[src/bdown_pkg.sv]
// shared types, constants and arithmetic helpers of the blur/downsample block
`timescale 1ns / 1ps
package bdown_pkg;

   // frame limits and field widths
   localparam int MAX_WIDTH  = 2048;
   localparam int MAX_HEIGHT = 2048;
   localparam int COL_W      = $clog2(MAX_WIDTH);
   localparam int ROW_W      = $clog2(MAX_HEIGHT);
   localparam int DIM_W      = 12;
   localparam int PIX_W      = 8;
   localparam int HSUM_W     = 12;
   localparam int ACC_W      = 16;
   localparam int OUT_IDX_W  = 10;
   localparam int CSR_IDX_W  = 2;

   // job queue between front and back
   localparam int Q_DEPTH = 4;
   localparam int Q_PTR_W = $clog2(Q_DEPTH);
   localparam int Q_LVL_W = $clog2(Q_DEPTH + 1);

   // register indexes
   localparam logic [CSR_IDX_W-1:0] CSR_WIDTH  = 2'd0;
   localparam logic [CSR_IDX_W-1:0] CSR_HEIGHT = 2'd1;

   typedef logic [HSUM_W-1:0] hsum_type;
   // horizontal sums of one column, entry d holds source row y-d
   typedef hsum_type [4:0] column_type;

   typedef struct packed {
      logic [DIM_W-1:0] width;
      logic [DIM_W-1:0] height;
   } dims_type;

   // one queued item: its position, the rows and columns it releases and the sums
   typedef struct packed {
      logic [COL_W-1:0] x;
      logic [ROW_W-1:0] y;
      logic [2:0]       ymin;
      logic [1:0]       r_dr0;
      logic             r_two;
      logic [1:0]       c_dc0;
      logic             c_two;
      column_type       col0;
      column_type       col1;
   } job_type;

   // binomial tap weights
   function automatic logic [2:0] tap5(input int i);
      logic [2:0] t;
      case (i)
         1, 3:    t = 3'd4;
         2:       t = 3'd6;
         default: t = 3'd1;
      endcase
      return t;
   endfunction

   // distance offset (two's complement, -8..7) clamped to 0..lim
   function automatic logic [2:0] clamp_d(input logic [3:0] v, input logic [2:0] lim);
      logic [2:0] d;
      if (v[3]) d = 3'd0;
      else if (v[2:0] > lim) d = lim;
      else d = v[2:0];
      return d;
   endfunction

   // horizontal sum of column x-dc, px[d] is the pixel at column x-d
   function automatic hsum_type hsum5(input logic [4:0][PIX_W-1:0] px,
                                      input logic [1:0] dc, input logic [2:0] lim);
      hsum_type   s;
      logic [2:0] d;
      s = '0;
      for (int i = 0; i < 5; i++) begin
         d = clamp_d(4'(dc) + 4'd2 - 4'(i), lim);
         s = s + HSUM_W'(px[d]) * HSUM_W'(tap5(i));
      end
      return s;
   endfunction

   // vertical sum over one column record for output row y-dr
   function automatic logic [ACC_W-1:0] vsum5(input column_type col,
                                              input logic [1:0] dr, input logic [2:0] lim);
      logic [ACC_W-1:0] s;
      logic [2:0]       d;
      s = '0;
      for (int i = 0; i < 5; i++) begin
         d = clamp_d(4'(dr) + 4'd2 - 4'(i), lim);
         s = s + ACC_W'(col[d]) * ACC_W'(tap5(i));
      end
      return s;
   endfunction

   // saturate a size register into 1..mx
   function automatic logic [DIM_W-1:0] sat_dim(input logic [DIM_W-1:0] v,
                                                input logic [DIM_W-1:0] mx);
      logic [DIM_W-1:0] r;
      if (v == '0) r = DIM_W'(1);
      else if (v > mx) r = mx;
      else r = v;
      return r;
   endfunction

endpackage

[src/bdown_queue.sv]
// short job queue between front and back
`timescale 1ns / 1ps
module bdown_queue (
   input  logic                          clock,
   input  logic                          reset,
   input  logic                          push,
   input  bdown_pkg::job_type            push_job,
   input  logic                          pop,
   output logic                          head_valid,
   output bdown_pkg::job_type            head_job,
   output logic [bdown_pkg::Q_LVL_W-1:0] level
);
   import bdown_pkg::*;

   job_type              slot_ff [Q_DEPTH];
   logic [Q_PTR_W-1:0]   wr_ff, rd_ff;
   logic [Q_LVL_W-1:0]   level_ff, level_in;
   logic                 do_pop;

   assign do_pop     = pop && head_valid;
   assign head_valid = (level_ff != '0);
   assign head_job   = slot_ff[rd_ff];
   assign level      = level_ff;

   // level follows pushes and pops
   always_comb begin
      level_in = level_ff;
      if (push && !do_pop) level_in = level_ff + Q_LVL_W'(1);
      else if (!push && do_pop) level_in = level_ff - Q_LVL_W'(1);
   end

   always_ff @(posedge clock) begin
      if (reset) begin
         wr_ff    <= '0;
         rd_ff    <= '0;
         level_ff <= '0;
      end else begin
         if (push)   wr_ff <= wr_ff + Q_PTR_W'(1);
         if (do_pop) rd_ff <= rd_ff + Q_PTR_W'(1);
         level_ff <= level_in;
      end
   end

   // storage
   always_ff @(posedge clock) begin
      if (push) slot_ff[wr_ff] <= push_job;
   end

`ifndef SYNTH
   a_level_bound: assert property (@(posedge clock) disable iff (reset)
      level_ff <= Q_LVL_W'(Q_DEPTH))
      else $error("queue level above depth");
   a_no_overflow: assert property (@(posedge clock) disable iff (reset)
      (push && !do_pop) |-> (level_ff < Q_LVL_W'(Q_DEPTH)))
      else $error("push into full queue");
   a_ptr_gap: assert property (@(posedge clock) disable iff (reset)
      (level_ff != '0 && level_ff != Q_LVL_W'(Q_DEPTH)) |-> (wr_ff != rd_ff))
      else $error("pointers disagree with level");
`endif

endmodule

[config.mk]
export PLATFORM = sky130hd
export DESIGN_NAME = bdown_queue
export DESIGN_NICKNAME = d
export VERILOG_FILES = /design/src/bdown_pkg.sv /design/src/bdown_queue.sv
export SDC_FILE = /design/constraint.sdc
export NUM_CORES = 1
export LEC_CHECK = 0
export CORE_MARGIN = 1
export CORE_UTILIZATION = 53
export CTS_BUF_LIST = sky130_fd_sc_hd__clkbuf_4
export CTS_CLUSTER_DIAMETER = 50
export CTS_CLUSTER_SIZE = 8
export DETAILED_ROUTE_END_ITERATION = 10
export DONT_BUFFER_PORTS = 1
export GPL_TIMING_DRIVEN = 0
export MAX_ROUTING_LAYER = met4
export PLACE_DENSITY = 0.77
export RECOVER_POWER = 50
export SETUP_SLACK_MARGIN = 0.15
export SYNTH_ARGS = -nofsm -noshare
export SYNTH_HDL_FRONTEND = slang
export SYNTH_SLANG_ARGS = --single-unit
[constraint.sdc]
create_clock -name clock -period 8.2 [get_ports clock]
set_input_delay 1.23 -clock clock [delete_from_list [all_inputs] [get_ports clock]]
set_output_delay 1.23 -clock clock [all_outputs]
set_load 0.03 [all_outputs]
**Yosys cells after proc, flatten, opt, wreduce, memory -nomap -nowiden**

Memory sizes are Yosys's and may differ from the RTL's. A register that Yosys moved wholly into a read port is not among the register bits.
Cells that the tools add are included.

- Bits in registers: 7
- Bits in writable memories: 604
- Input bits: 155
- Logic and storage cells: 21
- Memories kept: 1

- Add/subtract/negate cells: 4
- Mux-type cells: 6
- Reductions and logical operators: 7

Memory list:

| memory | words | width | rd ports | clocked after memory_dff | wr ports | line | RTL |
|---|---|---|---|---|---|---|---|
| slot_ff | 4 | 151 | 1 | 1 | 1 | bdown_queue.sv:15 | `job_type slot_ff [Q_DEPTH];` |

Operators by type and width:

| kind | count |
|---|---|
| 2-to-1 mux 3 bit | 2 |
| adder 2 x 1 -> 2 bit, second input constant | 2 |
| 2-to-1 mux 2 bit | 2 |
| adder 3 x 1 -> 3 bit, second input constant | 1 |
| logical AND 1 bit | 3 |
| nonzero test 3 bit | 1 |
| subtractor 3 x 1 -> 3 bit, second input constant | 1 |
| logical NOT 1 bit | 2 |
| 2-to-1 mux 1 bit | 2 |
| nonzero test 2 bit | 1 |

**Longest topological paths before layout**

- Depth in word-level cells: 5
- Gate-level depth with buffers: 7

**Worst setup path after synthesis**

No wires, ideal clock.

- Path type: in2reg
- From: input push
- To: memory slot_ff[0][0] (netlist name), enable pin
- Setup time: 0.528 ns
- Arrival: 4.676 ns
- Data required time: 7.672 ns
- Setup slack: 2.996 ns
- Stages: 1
- Buffers on the path: 0
- Path through: and2_1

- Longest elaborated chain between the ends: 2

RTL lines:

| element | line | RTL |
|---|---|---|
| start: declaration | bdown_queue.sv:6 | `input logic push,` |
| 2-to-1 mux 1 bit | bdown_queue.sv:46 | `if (push) slot_ff[wr_ff] <= push_job;` |
| 2-to-1 mux 1 bit (implied by the code) | bdown_queue.sv:46 |  |
| end: declaration | bdown_queue.sv:15 |  |

No other way between the ends.

**Final worst setup path**

- From: register wr_ff[0]
- To: memory slot_ff[3][64] (netlist name), enable pin

RTL lines:

| element | line | RTL |
|---|---|---|
| start: declaration | bdown_queue.sv:16 | `logic [Q_PTR_W-1:0] wr_ff, rd_ff;` |
| start signal: assignment | bdown_queue.sv:38 | `if (push) wr_ff <= wr_ff + Q_PTR_W'(1);` |

Straight into the memory's write port.

==> impl_metrics.env <==
export IMPL_synthToLayoutAreaGrowth_pct=7.65
export IMPL_crit_path_cell_trace="ha_1 -> and2_0 -> buf_16"
export IMPL_clk_insertion_delay_late_ns=0.77
export IMPL_startpoint="wr_ff[0]"
export IMPL_clock_skew_ns=0.0394
export IMPL_path_clk_slew_ns=0.10
export IMPL_critPathCaptureType="flip-flop"
export IMPL_seq_power_share=0.518
export IMPL_crit_path_end="slot_ff[3][64]"
export IMPL_gp_congestion=0.709
export IMPL_yosys_area_top_type_share=0.817
export IMPL_min_path_type="flip-flop to flip-flop"
export IMPL_ant_nets=0
export IMPL_syn_area_per_cell_sq_um=26.7
export IMPL_combPwrFrac=0.265
export IMPL_violations="DRC, capacitance limit, slew limit"
export IMPL_drv_slew=194
export IMPL_post_drt_via_cell_ratio=6.04
export IMPL_cp_arrival_ns=4.72
export IMPL_postLayoutCoreUtil=0.581
export IMPL_timing_max_slew_rel_slack=-1.78
export IMPL_vias=8928
export IMPL_period_share=0.525
export IMPL_yosys_warnings=0
export IMPL_hold_violations=0
export IMPL_clkPwrFrac=0.216
export IMPL_cts_buffer_depth=3
export IMPL_cp_start_kind="flip-flop"
export IMPL_switching_share=0.312
export IMPL_synth_nets=993
export IMPL_grt_pass1_vias=9501
export IMPL_port_buffer_count=0
export IMPL_reg2reg_depth=3
export IMPL_die_area_sq_mm=0.0427
export IMPL_drv_cap=4
export IMPL_fmax_mhz=232
export IMPL_wl_um=39200
export IMPL_r2r_start="wr_ff[0]"
export IMPL_synth_seq_cells=613
export IMPL_hpwlAfterDp_um=24800
export IMPL_power_density_mw_per_mm2=296
export IMPL_cts_sinks=613
export IMPL_grt_pass1_wl_um=57200
export IMPL_leakage_nw=7.28
export IMPL_power_internal_w=0.00486
export IMPL_postCtsHoldBufs=0
export IMPL_syn_inst=832
export IMPL_dr_pass1_iters=7
export IMPL_synth_top_cell_by_area="edfxtp_1"
export IMPL_ys_types=19
export IMPL_switchingPower_w=0.00221
export IMPL_start_util=0.540
export IMPL_syn_area_sq_mm=0.0222
export IMPL_cts_buffers=87
export IMPL_final_setup_tns_ns=0
export IMPL_worst_pin_slew_ns=4.16
export IMPL_cts_root_buf="clkbuf_4"
export IMPL_rr_endpoint="slot_ff[3][64]"
export IMPL_status="complete, but fails checks"
export IMPL_drc=20
export IMPL_wl_per_cell_um=26.6
export IMPL_drt_initial_drc_count=554
export IMPL_grt_usage=0.191
export IMPL_die_width_um=207
export IMPL_critPathMaxFanout=58
export IMPL_ctsResizeCount=0
export IMPL_core_area_sq_mm=0.0411
export IMPL_grt_start_max_net_pins=60
export IMPL_yosysSeqAreaShare=0.825
export IMPL_setup_viol=0
export IMPL_pin_count=310
export IMPL_antenna_found_initial=2
export IMPL_critPathMaxStageDelay_ns=2.99
export IMPL_critPathKind="flip-flop to flip-flop"
export IMPL_drive_gt1_frac=0.306
export IMPL_ir_drop_mv=0.198
export IMPL_finalCriticalPeriod_ns=4.31
export IMPL_rsz0062_at_grt="false"
export IMPL_die_height_um=207
export IMPL_required_ns=8.61
export IMPL_ctsHtreeMaxLevel=3
export IMPL_fin_nets=1090
export IMPL_cts_tree="done"
export IMPL_crit_path_top_delay_cell="and2_0"
export IMPL_yosys_top_cells_area="edfxtp_1 82%, mux4_2 15%, dfxtp_1 0.81%, buf_6 0.56%, buf_2 0.38%"
export IMPL_rows=74
export IMPL_post_cts_buffers=0
export IMPL_grt_overflow=0
export IMPL_reg2reg_slack_ns=3.89
[cells in the mapped netlist (all sizes together)]
master,n
edfxtp,604
mux4,151
buf,28
dfxtp,9
clkbuf,7
nor2,7
ha,5
and2,4
xor2,4
inv,3
mux2i,2
or3,2
a21oi,1
fa,1
o21ai,1
o311ai,1
o31ai,1
xnor2,1
[cell families after synthesis]
family,share of synthesized area
compound gates,0.00118
buf+inv,0.0111
simple gates,0.00287
flops,0.825
mux,0.154
fa+ha+maj,0.00372
xor+xnor,0.00197
[final cells by class]
cell class | count | area, sq um
Clock inverter | 6 | 78.8
Sequential cell | 613 | 18300
Multi-Input combinational cell | 181 | 3640
Fill cell | 2856 | 17200
Clock buffer | 97 | 728
Inverter | 3 | 11.3
Timing Repair Buffer | 8 | 220
Antenna cell | 2 | 5.00
Buffer | 35 | 235
Tap cell | 532 | 666
[registers in the layout (all words and copies together) (netlist names), named ones only]
name     flops
slot_ff    604
wr_ff        2
rd_ff        2
level        3
[through the flow]
stage	hold slack, ns	setup WS [ns]	power, W	instances	instance area [sq um]
after floorplan	0.485	3.00	0.00533	832	22200
after global placement	0.506	0.398	0.00564	1364	22900
after detailed placement	0.523	5.11	0.00564	1372	23100
after CTS	0.416	4.20	0.00717	1475	23900
after global routing	0.439	3.60	0.00736	1477	23900
final	0.536	3.89	0.00706	1477	23900
[power by group through the flow]
stage	clock, W	sequential (W)	combinational (W)
floorplan	0	0.00373	0.00160
global placement	0	0.00376	0.00189
detailed placement	0	0.00373	0.00191
CTS	0.00159	0.00366	0.00192
global route	0.00171	0.00368	0.00197
finish	0.00153	0.00366	0.00187
[critical path: cells and delay by family, from the launching register on]
kind / cells / cell delay (ns)
buffers and inverters: 1 / 0.27
adders and majority gates: 1 / 0.17
and+or+nand+nor: 1 / 2.99
DFF: 1 / 0.42
[cells in the final DEF, fill, tap and decap left out, types with 3 or more instances in the layout]
master	Yosys	layout
mux4_2	151	151
edfxtp_1	604	604
buf_2	17	17
dfxtp_1	9	9
inv_1	3	3
ha_1	5	5
buf_6	11	11
clkbuf_4	0	97
and2_0	0	4
nor2_1	7	7
clkbuf_1	7	7
buf_16	0	8
xor2_1	4	4
[routing by layer]
| layer | part of all wire | GRT usage | vias up |
|---|---|---|---|
| met5 | 0 | - | - |
| met4 | 0.021 | 0.0675 | 0 |
| met3 | 0.12 | 0.0804 | 66 |
| met2 | 0.50 | 0.297 | 388 |
| met1 | 0.36 | 0.222 | 4687 |
| li1 | - | - | 3787 |
[how the worst min path moves through the flow]
stage / startpoint / end / slack (ns) / cells after the start
after global routing: push_job[92] / slot_ff[3][92] / 0.44 / 0
after detailed placement: rd_ff[0] / rd_ff[0] / 0.52 / 2
after CTS: push_job[92] / slot_ff[3][92] / 0.42 / 0
after global placement: rd_ff[1] / flip-flop / 0.51 / 2
after floorplan: rd_ff[1] / flip-flop / 0.48 / 2
final: rd_ff[0] / flip-flop / 0.54 / 2
No activity file was read; power rests on OpenSTA's default activity.
