## config.mk

```make
export PLATFORM = sky130hd
export DESIGN_NAME = bdown_back
export DESIGN_NICKNAME = d
export VERILOG_FILES = /design/src/bdown_pkg.sv /design/src/bdown_back.sv
export SDC_FILE = /design/constraint.sdc
export NUM_CORES = 1
export LEC_CHECK = 0
export BUFFER_PORTS_ARGS = -buffer_cell sky130_fd_sc_hd__buf_2
export CORE_MARGIN = 8
export CORE_UTILIZATION = 56
export CTS_CLUSTER_DIAMETER = 200
export DETAILED_ROUTE_END_ITERATION = 10
export HOLD_SLACK_MARGIN = 0.03
export PLACE_DENSITY_LB_ADDON = 0.15
export SLEW_MARGIN = 15
export SYNTH_ARGS = -nofsm -noshare
export SYNTH_HDL_FRONTEND = slang
export SYNTH_SLANG_ARGS = --single-unit
```

## constraint.sdc

```tcl
create_clock -name clock -period 11.87 [get_ports clock]
set_input_delay 3.561 -clock clock [delete_from_list [all_inputs] [get_ports clock]]
set_output_delay 3.561 -clock clock [all_outputs]
set_load 0.02 [all_outputs]
```

## src/bdown_pkg.sv

```systemverilog
// shared types, constants and arithmetic helpers of the blur/downsample block
`timescale 1ns / 1ps
package bdown_pkg;

   // frame limits and field widths
   localparam int MAX_WIDTH  = 2048;
   localparam int MAX_HEIGHT = 2048;
   localparam int COL_W      = $clog2(MAX_WIDTH);
   localparam int ROW_W      = $clog2(MAX_HEIGHT);
   localparam int DIM_W      = 12;
   localparam int PIX_W      = 8;
   localparam int HSUM_W     = 12;
   localparam int ACC_W      = 16;
   localparam int OUT_IDX_W  = 10;
   localparam int CSR_IDX_W  = 2;

   // job queue between front and back
   localparam int Q_DEPTH = 4;
   localparam int Q_PTR_W = $clog2(Q_DEPTH);
   localparam int Q_LVL_W = $clog2(Q_DEPTH + 1);

   // register indexes
   localparam logic [CSR_IDX_W-1:0] CSR_WIDTH  = 2'd0;
   localparam logic [CSR_IDX_W-1:0] CSR_HEIGHT = 2'd1;

   typedef logic [HSUM_W-1:0] hsum_type;
   // horizontal sums of one column, entry d holds source row y-d
   typedef hsum_type [4:0] column_type;

   typedef struct packed {
      logic [DIM_W-1:0] width;
      logic [DIM_W-1:0] height;
   } dims_type;

   // one queued item: its position, the rows and columns it releases and the sums
   typedef struct packed {
      logic [COL_W-1:0] x;
      logic [ROW_W-1:0] y;
      logic [2:0]       ymin;
      logic [1:0]       r_dr0;
      logic             r_two;
      logic [1:0]       c_dc0;
      logic             c_two;
      column_type       col0;
      column_type       col1;
   } job_type;

   // binomial tap weights
   function automatic logic [2:0] tap5(input int i);
      logic [2:0] t;
      case (i)
         1, 3:    t = 3'd4;
         2:       t = 3'd6;
         default: t = 3'd1;
      endcase
      return t;
   endfunction

   // distance offset (two's complement, -8..7) clamped to 0..lim
   function automatic logic [2:0] clamp_d(input logic [3:0] v, input logic [2:0] lim);
      logic [2:0] d;
      if (v[3]) d = 3'd0;
      else if (v[2:0] > lim) d = lim;
      else d = v[2:0];
      return d;
   endfunction

   // horizontal sum of column x-dc, px[d] is the pixel at column x-d
   function automatic hsum_type hsum5(input logic [4:0][PIX_W-1:0] px,
                                      input logic [1:0] dc, input logic [2:0] lim);
      hsum_type   s;
      logic [2:0] d;
      s = '0;
      for (int i = 0; i < 5; i++) begin
         d = clamp_d(4'(dc) + 4'd2 - 4'(i), lim);
         s = s + HSUM_W'(px[d]) * HSUM_W'(tap5(i));
      end
      return s;
   endfunction

   // vertical sum over one column record for output row y-dr
   function automatic logic [ACC_W-1:0] vsum5(input column_type col,
                                              input logic [1:0] dr, input logic [2:0] lim);
      logic [ACC_W-1:0] s;
      logic [2:0]       d;
      s = '0;
      for (int i = 0; i < 5; i++) begin
         d = clamp_d(4'(dr) + 4'd2 - 4'(i), lim);
         s = s + ACC_W'(col[d]) * ACC_W'(tap5(i));
      end
      return s;
   endfunction

   // saturate a size register into 1..mx
   function automatic logic [DIM_W-1:0] sat_dim(input logic [DIM_W-1:0] v,
                                                input logic [DIM_W-1:0] mx);
      logic [DIM_W-1:0] r;
      if (v == '0) r = DIM_W'(1);
      else if (v > mx) r = mx;
      else r = v;
      return r;
   endfunction

endpackage

```

## src/bdown_back.sv

```systemverilog
// back end: vertical pass, rounding and result register, one result a cycle while the receiver pops
`timescale 1ns / 1ps
module bdown_back (
   input  logic                                clock,
   input  logic                                reset,
   input  logic                                head_valid,
   input  bdown_pkg::job_type                  head_job,
   output logic                                q_pop,
   input  bdown_pkg::dims_type                 dims,
   output logic                                rsp_empty,
   input  logic                                rsp_pop,
   output logic [bdown_pkg::PIX_W-1:0]         rsp_out_pixel,
   output logic [bdown_pkg::OUT_IDX_W-1:0]     rsp_out_col,
   output logic [bdown_pkg::OUT_IDX_W-1:0]     rsp_out_row,
   output logic                                rsp_row_end,
   output logic                                rsp_frame_end,
   output logic                                rsp_last
);
   import bdown_pkg::*;

   logic             ri_ff, ci_ff, ri_in, ci_in;
   logic             o_valid_ff;
   logic             step, done;
   logic [1:0]       dr, dc;
   column_type       colv;
   logic [ACC_W-1:0] acc, acc_rnd;
   logic [COL_W-1:0] c;
   logic [ROW_W-1:0] r;
   logic [DIM_W-1:0] ow_last, oh_last;

   assign step  = head_valid && (!o_valid_ff || rsp_pop);
   assign done  = !(!ci_ff && head_job.c_two) && !(!ri_ff && head_job.r_two);
   assign q_pop = step && done;

   // current output of this item, rows outer and columns inner
   assign dr      = ri_ff ? 2'd0 : head_job.r_dr0;
   assign dc      = ci_ff ? 2'd0 : head_job.c_dc0;
   assign colv    = ci_ff ? head_job.col1 : head_job.col0;
   assign acc     = vsum5(colv, dr, head_job.ymin);
   assign acc_rnd = acc + ACC_W'(128);
   assign c       = head_job.x - COL_W'(dc);
   assign r       = head_job.y - ROW_W'(dr);
   assign ow_last = (dims.width - DIM_W'(1)) >> 1;
   assign oh_last = (dims.height - DIM_W'(1)) >> 1;

   // walk through the outputs of the head item
   always_comb begin
      ri_in = ri_ff;
      ci_in = ci_ff;
      if (step) begin
         if (!ci_ff && head_job.c_two) begin
            ci_in = 1'b1;
         end else if (!ri_ff && head_job.r_two) begin
            ri_in = 1'b1;
            ci_in = 1'b0;
         end else begin
            ri_in = 1'b0;
            ci_in = 1'b0;
         end
      end
   end

   always_ff @(posedge clock) begin
      if (reset) begin
         ri_ff      <= 1'b0;
         ci_ff      <= 1'b0;
         o_valid_ff <= 1'b0;
      end else begin
         ri_ff <= ri_in;
         ci_ff <= ci_in;
         if (step)         o_valid_ff <= 1'b1;
         else if (rsp_pop) o_valid_ff <= 1'b0;
      end
   end

   // result register
   always_ff @(posedge clock) begin
      if (step) begin
         rsp_out_pixel <= acc_rnd[ACC_W-1:ACC_W-PIX_W];
         rsp_out_col   <= c[OUT_IDX_W:1];
         rsp_out_row   <= r[OUT_IDX_W:1];
         rsp_row_end   <= (DIM_W'(c >> 1) == ow_last);
         rsp_frame_end <= (DIM_W'(c >> 1) == ow_last) && (DIM_W'(r >> 1) == oh_last);
         rsp_last      <= done;
      end
   end

   assign rsp_empty = !o_valid_ff;

`ifndef SYNTH
   a_row_walk: assert property (@(posedge clock) disable iff (reset)
      (ri_ff && head_valid) |-> head_job.r_two)
      else $error("second row walked without a second row");
   a_col_walk: assert property (@(posedge clock) disable iff (reset)
      (ci_ff && head_valid) |-> head_job.c_two)
      else $error("second column walked without a second column");
   a_idle_walk: assert property (@(posedge clock) disable iff (reset)
      !head_valid |-> (!ri_ff && !ci_ff))
      else $error("walk state left over without a queued item");
`endif

endmodule

```

* Word level (Yosys, flattened, before mapping)
Index checks and enable logic that the tools add are counted.
** Operators by class
- $add $sub $neg :: 14
- Multipliers :: 1
- Order comparisons :: 10
- Eq/ne operators :: 2
- Multiplexer cells :: 27
- Bitwise operators :: 1
- Reduce and logical (&&, ||, !) cells :: 14
** Operators by type and width (count)
- binary-select mux 12 bit (select 3 bit) :: 5
- 2-to-1 mux 12 bit :: 5
- 2-to-1 mux 60 bit :: 1
- 2-to-1 mux 3 bit :: 10
- subtractor 12 x 1 -> 12 bit (second input constant) :: 2
- equality test 10 x 11 -> 1 bit :: 2
- subtractor 11 x 2 -> 11 bit :: 2
- < comparator 3 x 4 -> 1 bit (second input constant) :: 5
- adder 15 x 15 -> 16 bit :: 1
- adder 16 x 12 -> 16 bit :: 1
- adder 16 x 14 -> 16 bit :: 1
- adder 16 x 8 -> 16 bit (second input constant) :: 1
- adder 12 x 14 -> 15 bit :: 1
- > comparator 3 bit :: 5
- multiplier 12 x 2 -> 14 bit (second input constant) :: 1
- subtractor 4 x 2 -> 4 bit (second input constant) :: 2
- logical AND 1 bit :: 6
- zero test 1 bit :: 5
- 2-to-1 mux 1 bit :: 4
- 2-to-1 mux 2 bit :: 2
- subtractor 3 x 3 -> 4 bit (second input constant) :: 1
- subtractor 4 x 1 -> 4 bit (second input constant) :: 1
- adder 2 x 2 -> 3 bit (second input constant) :: 1
- AND reduction 2 bit :: 1
- other kinds (3) :: 3
** Word-level totals
- Bits in registers :: 34
- Bits of input ports :: 179
- Output and inout bits :: 33
- Logic and storage cells :: 78

* Logic depth before layout (Yosys ltp)
Gate-level depths: netlist of the first run.
- Word-level depth :: 13
- Depth in mapped cells :: 35

* Least setup slack after synthesis of the first run
OpenSTA, ideal clock, no wires.
- Kind :: input port to flip-flop
- Start :: input port head_job[125] (netlist bit)
- End :: register rsp_out_pixel[6] (netlist bit) (data pin)
- Arrival time :: 10.327 ns
- Data required time :: 11.604 ns
- Path slack :: 1.277 ns
- Stages on the path :: 27
- Path through :: nor2b_4 > clkbuf_4 > inv_1 > ha_1 > o22ai_1 > nand3_1 > a21oi_1 > clkbuf_1 > mux4_2 > mux2_2 > ha_1 > fa_1 > a21o_1 > a21oi_1 > o21bai_1 > a21oi_1 > xnor2_1 > fa_1 > fa_1 > fa_1 > inv_1 > ha_1 > o211ai_1 > a2111o_1 > a311o_1 > o31ai_2 > xor2_1
** Between the ends
- Word-level cells in the longest chain between the ends :: 13
** RTL lines
- from (decl) :: line bdown_back.sv:7 : input bdown_pkg::job_type head_job,
- 2-to-1 mux 2 bit * :: line bdown_back.sv:36 : assign dr = ri_ff ? 2'd0 : head_job.r_dr0;
- adder 2 x 2 -> 3 bit * :: line bdown_pkg.sv:88 : d = clamp_d(4'(dr) + 4'd2 - 4'(i), lim);
- subtractor 4 x 2 -> 4 bit or subtractor 4 x 1 -> 4 bit (tied branches) :: line bdown_pkg.sv:88
- > comparator 3 bit :: line bdown_pkg.sv:63 : else if (v[2:0] > lim) d = lim;
- 2-to-1 mux 3 bit :: line bdown_pkg.sv:63
- 2-to-1 mux 3 bit :: line bdown_pkg.sv:62 : if (v[3]) d = 3'd0;
- binary-select mux 12 bit (select 3 bit) :: line bdown_pkg.sv:89 : s = s + ACC_W'(col[d]) * ACC_W'(tap5(i));
- 2-to-1 mux 12 bit (implied by the code) :: line bdown_pkg.sv:89
- multiplier 12 x 2 -> 14 bit or adder 12 x 14 -> 15 bit (tied branches) :: line bdown_pkg.sv:89
- adder 15 x 15 -> 16 bit :: line bdown_pkg.sv:89
- adder 16 x 14 -> 16 bit :: line bdown_pkg.sv:89
- adder 16 x 12 -> 16 bit * :: line bdown_pkg.sv:89
- adder 16 x 8 -> 16 bit * :: line bdown_back.sv:40 : assign acc_rnd = acc + ACC_W'(128);
- named net acc_rnd[14] :: line bdown_back.sv:26 : logic [ACC_W-1:0] acc, acc_rnd;
- to (signal assigned) :: line bdown_back.sv:79 : rsp_out_pixel <= acc_rnd[ACC_W-1:ACC_W-PIX_W];
- to (decl) :: line bdown_back.sv:12 : output logic [bdown_pkg::PIX_W-1:0] rsp_out_pixel,
The timed path passes the listed nets; every way through them passes the cells marked *. The select of a mux whose other input is x is not followed.
A chain may end at the register's enable or synchronous reset.

* Final worst setup path of the first run
- Start :: input port head_job[125] (netlist bit)
- End :: register rsp_out_pixel[7] (netlist bit) (data pin)
The elaborated chain is that of the path after synthesis.

==> results.ini, run 1 <==
[pwr]
power.leakage_nw=4.20
internal-power_mw=1.23
switching_share=0.480
clockPowerShare=0.060
ir_worst_vdd_uv=249
p_comb_frac=0.835
p_sw_mw=1.14
sequentialPowerShare=0.105
powerDensity_nw_per_um2=239

[clock_network]
cts_setup_buffers=0
ctsLongestPathBuffers=2
cts_root_buf=clkbuf_16
cts_resized=0
cts_sinks=34
clkTransAtPathRegs_ns=0.05
cts_buffers=5
ctsHoldBuffers=0
clk_latency_ns=0.28
cts_max_level=2
cts_tree=built

[detailed_routing]
vias=7437
wl_met1_mm=10.0
wl_per_cell_um=20.4
vias_per_cell=6.29
first_pass_iters=5
remaining_drc_errors=0
dr.first_iter.drc_count=469
ant_nets=0
routed_wl_mm=24.1
route.top_layer_used=met4
dr_wl_met2_mm=11.1
dr_wl_met3_mm=2.57

[yosys]
synth-seq-cells=34
synthMuxAreaShare=0.402
synthAdderAreaFrac=0.162
synth_ff_type=edfxtp_1
synth-compound-area-share=0.0888
syn_nets=1073
synth_top_family_by_area=multiplexers
avgSynthCellArea_um2=10.6
synthArstFlopShare=0
synthSimpleGateAreaFrac=0.0939
yosys_warnings=0
synth-edff-count=31
synth_seq_area_share=0.116
synth_area_um2=8510
synth-xor-area-share=0.0751
synth_cell_types=62
synth_cells=806

[setup_path]
cpMaxStageDelayCell=fa_1
arrival_ns=10.85
worst-setup-path-type=input port to register
critPathCaptureType=register
critical-path-max-stage-delay_ns=0.52
critPathMaxFanout=13
crit_path_start_kind=input port
r2r.worst_path.cells=32
critPathRequiredTime_ns=11.90
crit_path_frequent_cell=a21oi_1

[cells_and_area]
n_antenna_cell=0
drive_gt1_frac=0.384
area_growth_syn_to_layout_pct=16.5
mostFrequentLayoutCells=buf_2, mux4_2, inv_1
finalNetCount=1261
mostFrequentLayoutCell=buf_2

[timing]
slew_headroom=0.238
rsz0062_at_grt=false
finalSetupViolations=0
hold_violations=0
worst-slew-pin-transition_ns=1.14
min_period_over_period=0.911
setup_slack_ns=1.05
period_needed_ns=10.82
skew_ns=0.00788
tns_ns=0
slew_violations=0
max_freq_ghz=0.0924

[placement]
hpwl_mm=19.8
dp_slack_ns=0.817
gp_congestion=0.912
port_buffers=211

[floorplan]
die_area_um2=19400
core-area_um2=15000
die_width_um=139
ios=212
die_y_um=139
start_util=0.566
num_rows=45

[global_routing]
first_global_vias=7505
grt.total_usage=0.245
grt_max_degree=57
antenna_found_initial=0
grt_pass1_wl_mm=38.7
grt-ovfl-total=0

[flow_run]
max_cap_violations=0

[hold_path]
hp-class=register to register
whs_path_depth=2

[status]
status=completed

-- final cells by class --
type,count,area (µm²)
Clock inverter,2,33.8
Sequential cell,34,995
Timing Repair Buffer,225,1160
Clock buffer,5,125
Inverter,89,334
Multi-Input combinational cell,639,7030
Fill cell,1205,5120
Tap cell,188,235
-- synthesized netlist by cell type, drive strengths merged (2+ instances only) --
master | instances | share of area
mux2i | 66 | 0.079
or2 | 3 | 0.0022
nor4 | 7 | 0.0051
nand4b | 3 | 0.0031
xnor2 | 42 | 0.043
nand2b | 8 | 0.0059
or3 | 2 | 0.0015
nand3b | 4 | 0.0035
a31oi | 11 | 0.0081
mux2 | 24 | 0.032
clkbuf | 19 | 0.0088
or4 | 2 | 0.0018
nor2b | 7 | 0.0060
o21a | 2 | 0.0018
and2b | 2 | 0.0018
nor2 | 55 | 0.024
a211oi | 5 | 0.0044
nand4 | 2 | 0.0015
buf | 25 | 0.013
o21bai | 5 | 0.0044
edfxtp | 31 | 0.11
and3 | 4 | 0.0029
nand3 | 16 | 0.0094
mux4 | 110 | 0.29
a32oi | 3 | 0.0031
inv | 89 | 0.039
ha | 51 | 0.075
a21oi | 33 | 0.020
a21o | 6 | 0.0053
fa | 37 | 0.087
nand2 | 24 | 0.011
xor2 | 31 | 0.032
o21ai | 18 | 0.011
o22ai | 21 | 0.016
and2 | 2 | 0.0015
a2111oi | 2 | 0.0021
o211ai | 4 | 0.0035
dfxtp | 3 | 0.0071
nor3 | 15 | 0.0088
-- worst max-delay path: cells and delay by family --
family,cells,cell delay (ns)
buf+inv,5,0.44
xor+xnor,2,0.33
compound gates,13,2.46
fa+ha+maj,7,2.63
mux,2,0.71
simple gates,4,0.69
-- metal layers --
| metal | global-route usage | vias up |
|---|---|---|
| li1 | - | 3436 |
| met1 | 0.325 | 3558 |
| met2 | 0.399 | 415 |
| met3 | 0.0605 | 28 |
| met4 | 0.0520 | 0 |
| met5 | 0 | - |
-- stage by stage --
stage	hold slack [ns]	power, mW	area (µm²)	util	cells
floorplan	0.467	1.81	8510	-	806
global placement	0.487	2.17	9750	0.649	1175
detailed placement	0.490	2.23	9750	0.649	1175
CTS	0.499	2.38	9910	0.659	1182
global route	0.538	2.69	9910	0.659	1182
finish	0.500	2.37	9910	0.659	1182
-- registers in the layout (all words and copies together), names as in the netlist --
signal / count
ci_ff: 1
rsp_last: 1
rsp_out_col: 10
rsp_frame_end: 1
rsp_out_row: 10
rsp_row_end: 1
ri_ff: 1
o_valid_ff: 1
rsp_out_pixel: 8
-- kinds of logic after synthesis --
logic type                 after synthesis
DFF                                     34
xor gates and xnor gates                73
AOI/OAI and AO/OA                      118
adders and majority gates               88
and+or+nand+nor                        160
muxes                                  200
buffers and inverters                  133
-- power groups by stage --
stage	registers (mW)	clock network, mW	logic, mW
floorplan	0.275	0	1.53
global placement	0.251	0	1.92
detailed placement	0.253	0	1.98
CTS	0.251	0.145	1.99
global route	0.253	0.149	2.29
finish	0.250	0.142	1.98
-- worst paths after layout --
path / from / end / slack, ns
hold reg to reg: o_valid_ff$_SDFFE_PP0P_ / o_valid_ff$_SDFFE_PP0P_ / 0.50
setup / recovery: head_job[125] / rsp_out_pixel[7]$_DFFE_PP_ / 1.05
setup reg to reg: ri_ff$_SDFFE_PP0P_ / rsp_out_pixel[7]$_DFFE_PP_ / 4.06
hold / removal: o_valid_ff$_SDFFE_PP0P_ / o_valid_ff$_SDFFE_PP0P_ / 0.50
Power figures use the tool's default switching activity.
==> run 2, diff against run 1 <==
CELL_PAD_IN_SITES_DETAIL_PLACEMENT = 1   (was default)
CELL_PAD_IN_SITES_GLOBAL_PLACEMENT = 1   (was default)
CORE_UTILIZATION = 43   (was 56)
==> run 2 against run 1 <==
Cell count rose by 6.8%. Clock power rose by 3%. Routed wire length grew 17%. Register-to-register slack worse by 0.07 ns. Sequential power is essentially flat. Core utilization decreased by 14 points. Fmax down 0.55%. Power grew 2.3%. Critical path type unchanged. Largest cell class unchanged. Largest power group unchanged.
==> results.ini, run 2 (same netlist as run 1, synthesis figures left out) <==
[hold_path]
min_from=o_valid_ff$_SDFFE_PP0P_
hold_end=o_valid_ff$_SDFFE_PP0P_
whs_path_depth=2  ; unchanged
hp-class=register to register

[floorplan]
die_y_um=157  ; +12%
ios=212  ; unchanged
core-area_um2=19500  ; +29%
start_util=0.437  ; -0.129
num_rows=51  ; +13%
die_width_um=157  ; +12%
die_area_um2=24600  ; +27%

[timing]
max_freq_ghz=0.0919  ; -0.55%
worst-slew-pin-transition_ns=1.02  ; -0.123 ns
hold_violations=0  ; unchanged
slew_headroom=0.323  ; +0.0851
min_period_over_period=0.916  ; +0.00507
period_needed_ns=10.88  ; +0.0601 ns
skew_ns=0.00534  ; -0.00254 ns
slew_violations=0  ; unchanged
rsz0062_at_grt=false
tns_ns=0  ; unchanged
finalSetupViolations=0  ; unchanged

[clock_network]
cts_resized=0  ; unchanged
ctsLongestPathBuffers=2  ; unchanged
cts_sinks=34  ; unchanged
ctsHoldBuffers=0  ; unchanged
cts_setup_buffers=0  ; unchanged
cts_root_buf=clkbuf_16
clkTransAtPathRegs_ns=0.05  ; about the same
cts_max_level=2  ; unchanged
clk_latency_ns=0.28  ; about the same
cts_tree=built
cts_buffers=5  ; unchanged

[cells_and_area]
num-fill-cells=2235  ; +85%
mostFrequentLayoutCells=buf_2, mux4_2, inv_1
mostFrequentLayoutCell=buf_2
drive_gt1_frac=0.387  ; +0.00286
area_growth_syn_to_layout_pct=17.8
utilization=0.515  ; -0.144
stdcell_area_um2=10000  ; +1.2%
top_regs=rsp_out_col x10, rsp_out_row x10, rsp_out_pixel x8
finalNetCount=1263  ; +0.16%
fin_cells=1262  ; +6.8%
n_antenna_cell=0  ; unchanged

[detailed_routing]
vias=7558  ; +1.6%
first_pass_iters=4  ; -1
dr.first_iter.drc_count=363  ; -23%
vias_per_cell=5.99  ; -4.8%
wl_per_cell_um=22.3  ; +9.4%
ant_nets=0  ; unchanged
remaining_drc_errors=0  ; unchanged
routed_wl_mm=28.1  ; +17%

[setup_path]
crit_path_start_kind=input port
critPathRequiredTime_ns=11.90  ; about the same
r2r_setup_slack_ns=3.99  ; -0.07 ns
r2r.worst_path.cells=32  ; unchanged
crit_path_frequent_cell=a21oi_1
critPathCaptureType=register
reg2reg_from=ri_ff$_SDFFE_PP0P_
critical-path-max-stage-delay_ns=0.53  ; about the same
rr_endpoint=rsp_out_pixel[7]$_DFFE_PP_
cpMaxStageDelayCell=fa_1
cp_top_family=adder cells
arrival_ns=10.90  ; +0.05 ns
worst-setup-path-type=input port to register
critPathMaxFanout=13  ; unchanged
timing.critical_path.buf_inv=5  ; unchanged

[pwr]
powerDensity_nw_per_um2=242  ; +1.1%
sequentialPowerShare=0.103  ; -0.002
p_comb_frac=0.837  ; +0.002
finalPower_mw=2.42  ; +2.3%
power.leakage_nw=4.22  ; +0.37%
clockPowerShare=0.060  ; about the same
ir_worst_vdd_uv=183  ; -27%
internal-power_mw=1.24  ; +0.88%
p_sw_mw=1.18  ; +3.8%
switching_share=0.487  ; +0.00713

[flow_run]
max_cap_violations=0  ; unchanged

[placement]
port_buffers=211  ; unchanged
gp_congestion=0.872  ; -4.3%
placed_area_um2=9870  ; +1.1%
hpwl_mm=23.7  ; +20%
dp.cells=1254  ; +6.7%

[global_routing]
grt_pass1_wl_mm=45.1  ; +17%
antenna_found_initial=0  ; unchanged
grt.total_usage=0.231  ; -0.0142
first_global_vias=8217  ; +9.5%
grt-ovfl-total=0  ; unchanged
grt_max_degree=57  ; unchanged

[status]
status=completed

==> run 2: cell count changes in the layout (fill, tap and decap cells not counted) <==
cell,delta
clkinv_2,+2
buf_4,+2
clkinv_1,-1
==> run 2: final cells by class <==
type                    instances  area [µm²]  share of cell area
well taps                     265         332              0.0331
repair buffers                227        1180               0.117
inverters                      89         334              0.0333
clock inverters                 3        40.0             0.00399
multi-input cells             639        7030               0.701
flip-flops and latches         34         995              0.0992
clock buffers                   5         125              0.0125
==> run 2: worst max path at each step <==
stage | startpoint | to | slack, ns | cells past startpoint
final | head_job[125] | rsp_out_pixel[7]$_DFFE_PP_ | 0.99 | 33
after global routing | head_job[125] | rsp_out_pixel[7]$_DFFE_PP_ | 0.45 | 33
after CTS | head_job[125] | rsp_out_pixel[7]$_DFFE_PP_ | 0.98 | 33
after detailed placement | head_job[125] | rsp_out_pixel[7]$_DFFE_PP_ | 0.72 | 33
after global placement | head_job[125] | rsp_out_pixel[7]$_DFFE_PP_ | 0.95 | 33
after floorplan | head_job[125] | rsp_out_pixel[6]$_DFFE_PP_ | 1.28 | 27
==> run 2: per-layer routing <==
| metal | wire length, µm | part of all wire | track usage |
|---|---|---|---|
| met2 | 12900 | 0.46 | 0.372 |
| met5 | 0 | 0 | 0 |
| met3 | 2170 | 0.077 | 0.0397 |
| met4 | 441 | 0.016 | 0.0476 |
| met1 | 12600 | 0.45 | 0.319 |
==> run 2: power groups by stage <==
stage	clock network (mW)	registers (mW)	logic, mW
3_3_place_gp	0	0.253	1.98
4_1_cts	0.149	0.251	2.07
2_1_floorplan	0	0.275	1.53
5_1_grt	0.155	0.254	2.31
3_5_place_dp	0	0.254	2.06
6_report	0.146	0.250	2.03
==> run 2: metrics by stage <==
step / hold slack (ns) / setup slack (ns)
final: 0.525 / 0.993
after global routing: 0.572 / 0.455
after CTS: 0.530 / 0.978
after detailed placement: 0.520 / 0.716
after global placement: 0.493 / 0.948
after floorplan: 0.467 / 1.28
==> run 2: worst register-to-register path: cells and delay by family (launching register included) <==
kind            cells  cell delay [ns]
compound gates     13             2.49
xor+xnor            2             0.32
fa+ha+maj           7             2.66
buf+inv             4             0.36
flops               1             0.36
mux                 2             0.71
simple gates        4             0.74
==> run 3, diff against run 2 <==
CTS_BUF_LIST = sky130_fd_sc_hd__clkbuf_16   (was default)
MAX_ROUTING_LAYER = met4   (was default)
==> run 3 against run 2 <==
Global-route usage rose by 0.63 points. Sequential share of layout area did not move. Critical endpoint unchanged. Largest power group unchanged. Clock skew barely moved. Fmax barely moved. Clock power barely moved. Hold slack improved by 0.0016 ns. Final area did not move. Via count barely moved. Critical path depth did not move. Flip-flop and latch count did not move.
==> results.ini, run 3 (same netlist as run 1, synthesis figures left out) <==
[cells_and_area]
finalNetCount=1263  ; unchanged
n_antenna_cell=0  ; unchanged
fin_cells=1262  ; unchanged
top_regs=rsp_out_col x10, rsp_out_row x10, rsp_out_pixel x8
area_growth_syn_to_layout_pct=17.8  ; unchanged
drive_gt1_frac=0.387  ; unchanged
mostFrequentLayoutCell=buf_2
mostFrequentLayoutCells=buf_2, mux4_2, inv_1

[pwr]
sequentialPowerShare=0.103  ; about the same
ir_worst_vdd_uv=183  ; +0.15%
p_comb_frac=0.836  ; about the same
switching_share=0.487  ; about the same
power.leakage_nw=4.22  ; unchanged
powerDensity_nw_per_um2=242  ; about the same
finalPower_mw=2.43  ; about the same
internal-power_mw=1.24  ; about the same
p_sw_mw=1.18  ; +0.11%
clockPowerShare=0.061  ; about the same

[setup_path]
critPathRequiredTime_ns=11.90  ; about the same
cp_top_family=adder cells
critPathCaptureType=register
r2r_setup_slack_ns=3.98  ; about the same
r2r.worst_path.cells=32  ; unchanged
crit_path_frequent_cell=a21oi_1
rr_endpoint=rsp_out_pixel[7]$_DFFE_PP_
crit_path_start_kind=input port
arrival_ns=10.91  ; about the same
reg2reg_from=ri_ff$_SDFFE_PP0P_
worst-setup-path-type=input port to register
timing.critical_path.buf_inv=5  ; unchanged
critical-path-max-stage-delay_ns=0.53  ; about the same
cpMaxStageDelayCell=fa_1
critPathMaxFanout=13  ; unchanged

[placement]
dp.cells=1254  ; unchanged
hpwl_mm=23.7  ; unchanged
port_buffers=211  ; unchanged
dp_slack_ns=0.716  ; unchanged
gp_congestion=0.887  ; +1.6%

[clock_network]
cts_root_buf=clkbuf_16
cts_buffers=5  ; unchanged
cts_max_level=2  ; unchanged
clk_latency_ns=0.28  ; about the same
clkTransAtPathRegs_ns=0.06  ; about the same
cts_sinks=34  ; unchanged
cts_resized=0  ; unchanged
cts_tree=built
ctsLongestPathBuffers=2  ; unchanged
cts_setup_buffers=0  ; unchanged
ctsHoldBuffers=0  ; unchanged

[timing]
period_needed_ns=10.89  ; +0.00790 ns
skew_ns=0.00491  ; -0.000425 ns
slew_violations=0  ; unchanged
tns_ns=0  ; unchanged
worst-slew-pin-transition_ns=1.02  ; +0.00615 ns
finalSetupViolations=0  ; unchanged
max_freq_ghz=0.0919  ; about the same
min_period_over_period=0.917  ; about the same
holdWs_ns=0.527  ; +0.00162 ns
slew_headroom=0.319  ; -0.00410
rsz0062_at_grt=false
setup_slack_ns=0.985  ; -0.00790 ns
hold_violations=0  ; unchanged

[floorplan]
ios=212  ; unchanged
num_rows=51  ; unchanged
die_y_um=157  ; unchanged
die_width_um=157  ; unchanged
core-area_um2=19500  ; unchanged
start_util=0.437  ; unchanged
die_area_um2=24600  ; unchanged

[detailed_routing]
first_pass_iters=5  ; +1
dr.first_iter.drc_count=386  ; +6.3%
ant_nets=0  ; unchanged
vias_per_cell=5.99  ; about the same
routed_wl_mm=28.2  ; +0.34%
vias=7561  ; +0.040%
remaining_drc_errors=0  ; unchanged
wl_per_cell_um=22.3  ; +0.34%

[hold_path]
hp-class=register to register
whs_path_depth=2  ; unchanged
hold_end=o_valid_ff$_SDFFE_PP0P_
min_from=o_valid_ff$_SDFFE_PP0P_

[global_routing]
first_global_vias=8218  ; +0.012%
grt-ovfl-total=0  ; unchanged
antenna_found_initial=0  ; unchanged
grt_pass1_wl_mm=45.1  ; -0.14%
grt.total_usage=0.237  ; +0.00626
grt_max_degree=57  ; unchanged

[status]
status=completed

[flow_run]
max_cap_violations=0  ; unchanged

-- run 3: how the worst max path moves through the flow --
stage	depth (start not counted)	slack (ns)	endpoint	startpoint
floorplan	27	1.28	rsp_out_pixel[6]$_DFFE_PP_	head_job[125]
global placement	33	0.95	rsp_out_pixel[7]$_DFFE_PP_	head_job[125]
detailed placement	33	0.72	rsp_out_pixel[7]$_DFFE_PP_	head_job[125]
CTS	33	0.98	rsp_out_pixel[7]$_DFFE_PP_	head_job[125]
global route	33	0.45	rsp_out_pixel[7]$_DFFE_PP_	head_job[125]
finish	33	0.98	rsp_out_pixel[7]$_DFFE_PP_	head_job[125]
-- run 3: final cells by class --
type	count	area (µm²)
clock buffers	5	125
fillers	2235	9430
multi-input cells	639	7030
repair buffers	227	1180
flip-flops and latches	34	995
well taps	265	332
clock inverters	3	40.0
inverters	89	334
-- run 3: stage by stage --
step	cell area, µm²	util
after floorplan	8510	-
after global placement	9870	0.507
after detailed placement	9870	0.507
after CTS	10000	0.515
after global routing	10000	0.515
final	10000	0.515
-- run 3: tightest hold or removal path, delay by kind of cell (launching register included) --
family             cells  cell delay, ns
AOI/OAI and AO/OA      1            0.07
DFF                    1            0.31
and+or+nand+nor        1            0.09
-- run 3: metal layers --
metal / vias to the layer above / share of wire / GRT usage / wire length, µm
li1: 3429 / - / - / -
met3: 26 / 0.070 / 0.0295 / 1990
met5: - / 0 / - / 0
met1: 3764 / 0.46 / 0.326 / 12900
met2: 342 / 0.46 / 0.371 / 12900
met4: 0 / 0.015 / 0.0476 / 420
-- run 3: power by group through the flow --
| stage | logic (mW) | clock network (mW) | registers (mW) |
|---|---|---|---|
| global route | 2.31 | 0.155 | 0.254 |
| finish | 2.03 | 0.147 | 0.250 |
| CTS | 2.07 | 0.149 | 0.251 |
| detailed placement | 2.06 | 0 | 0.254 |
| floorplan | 1.53 | 0 | 0.275 |
| global placement | 1.98 | 0 | 0.253 |
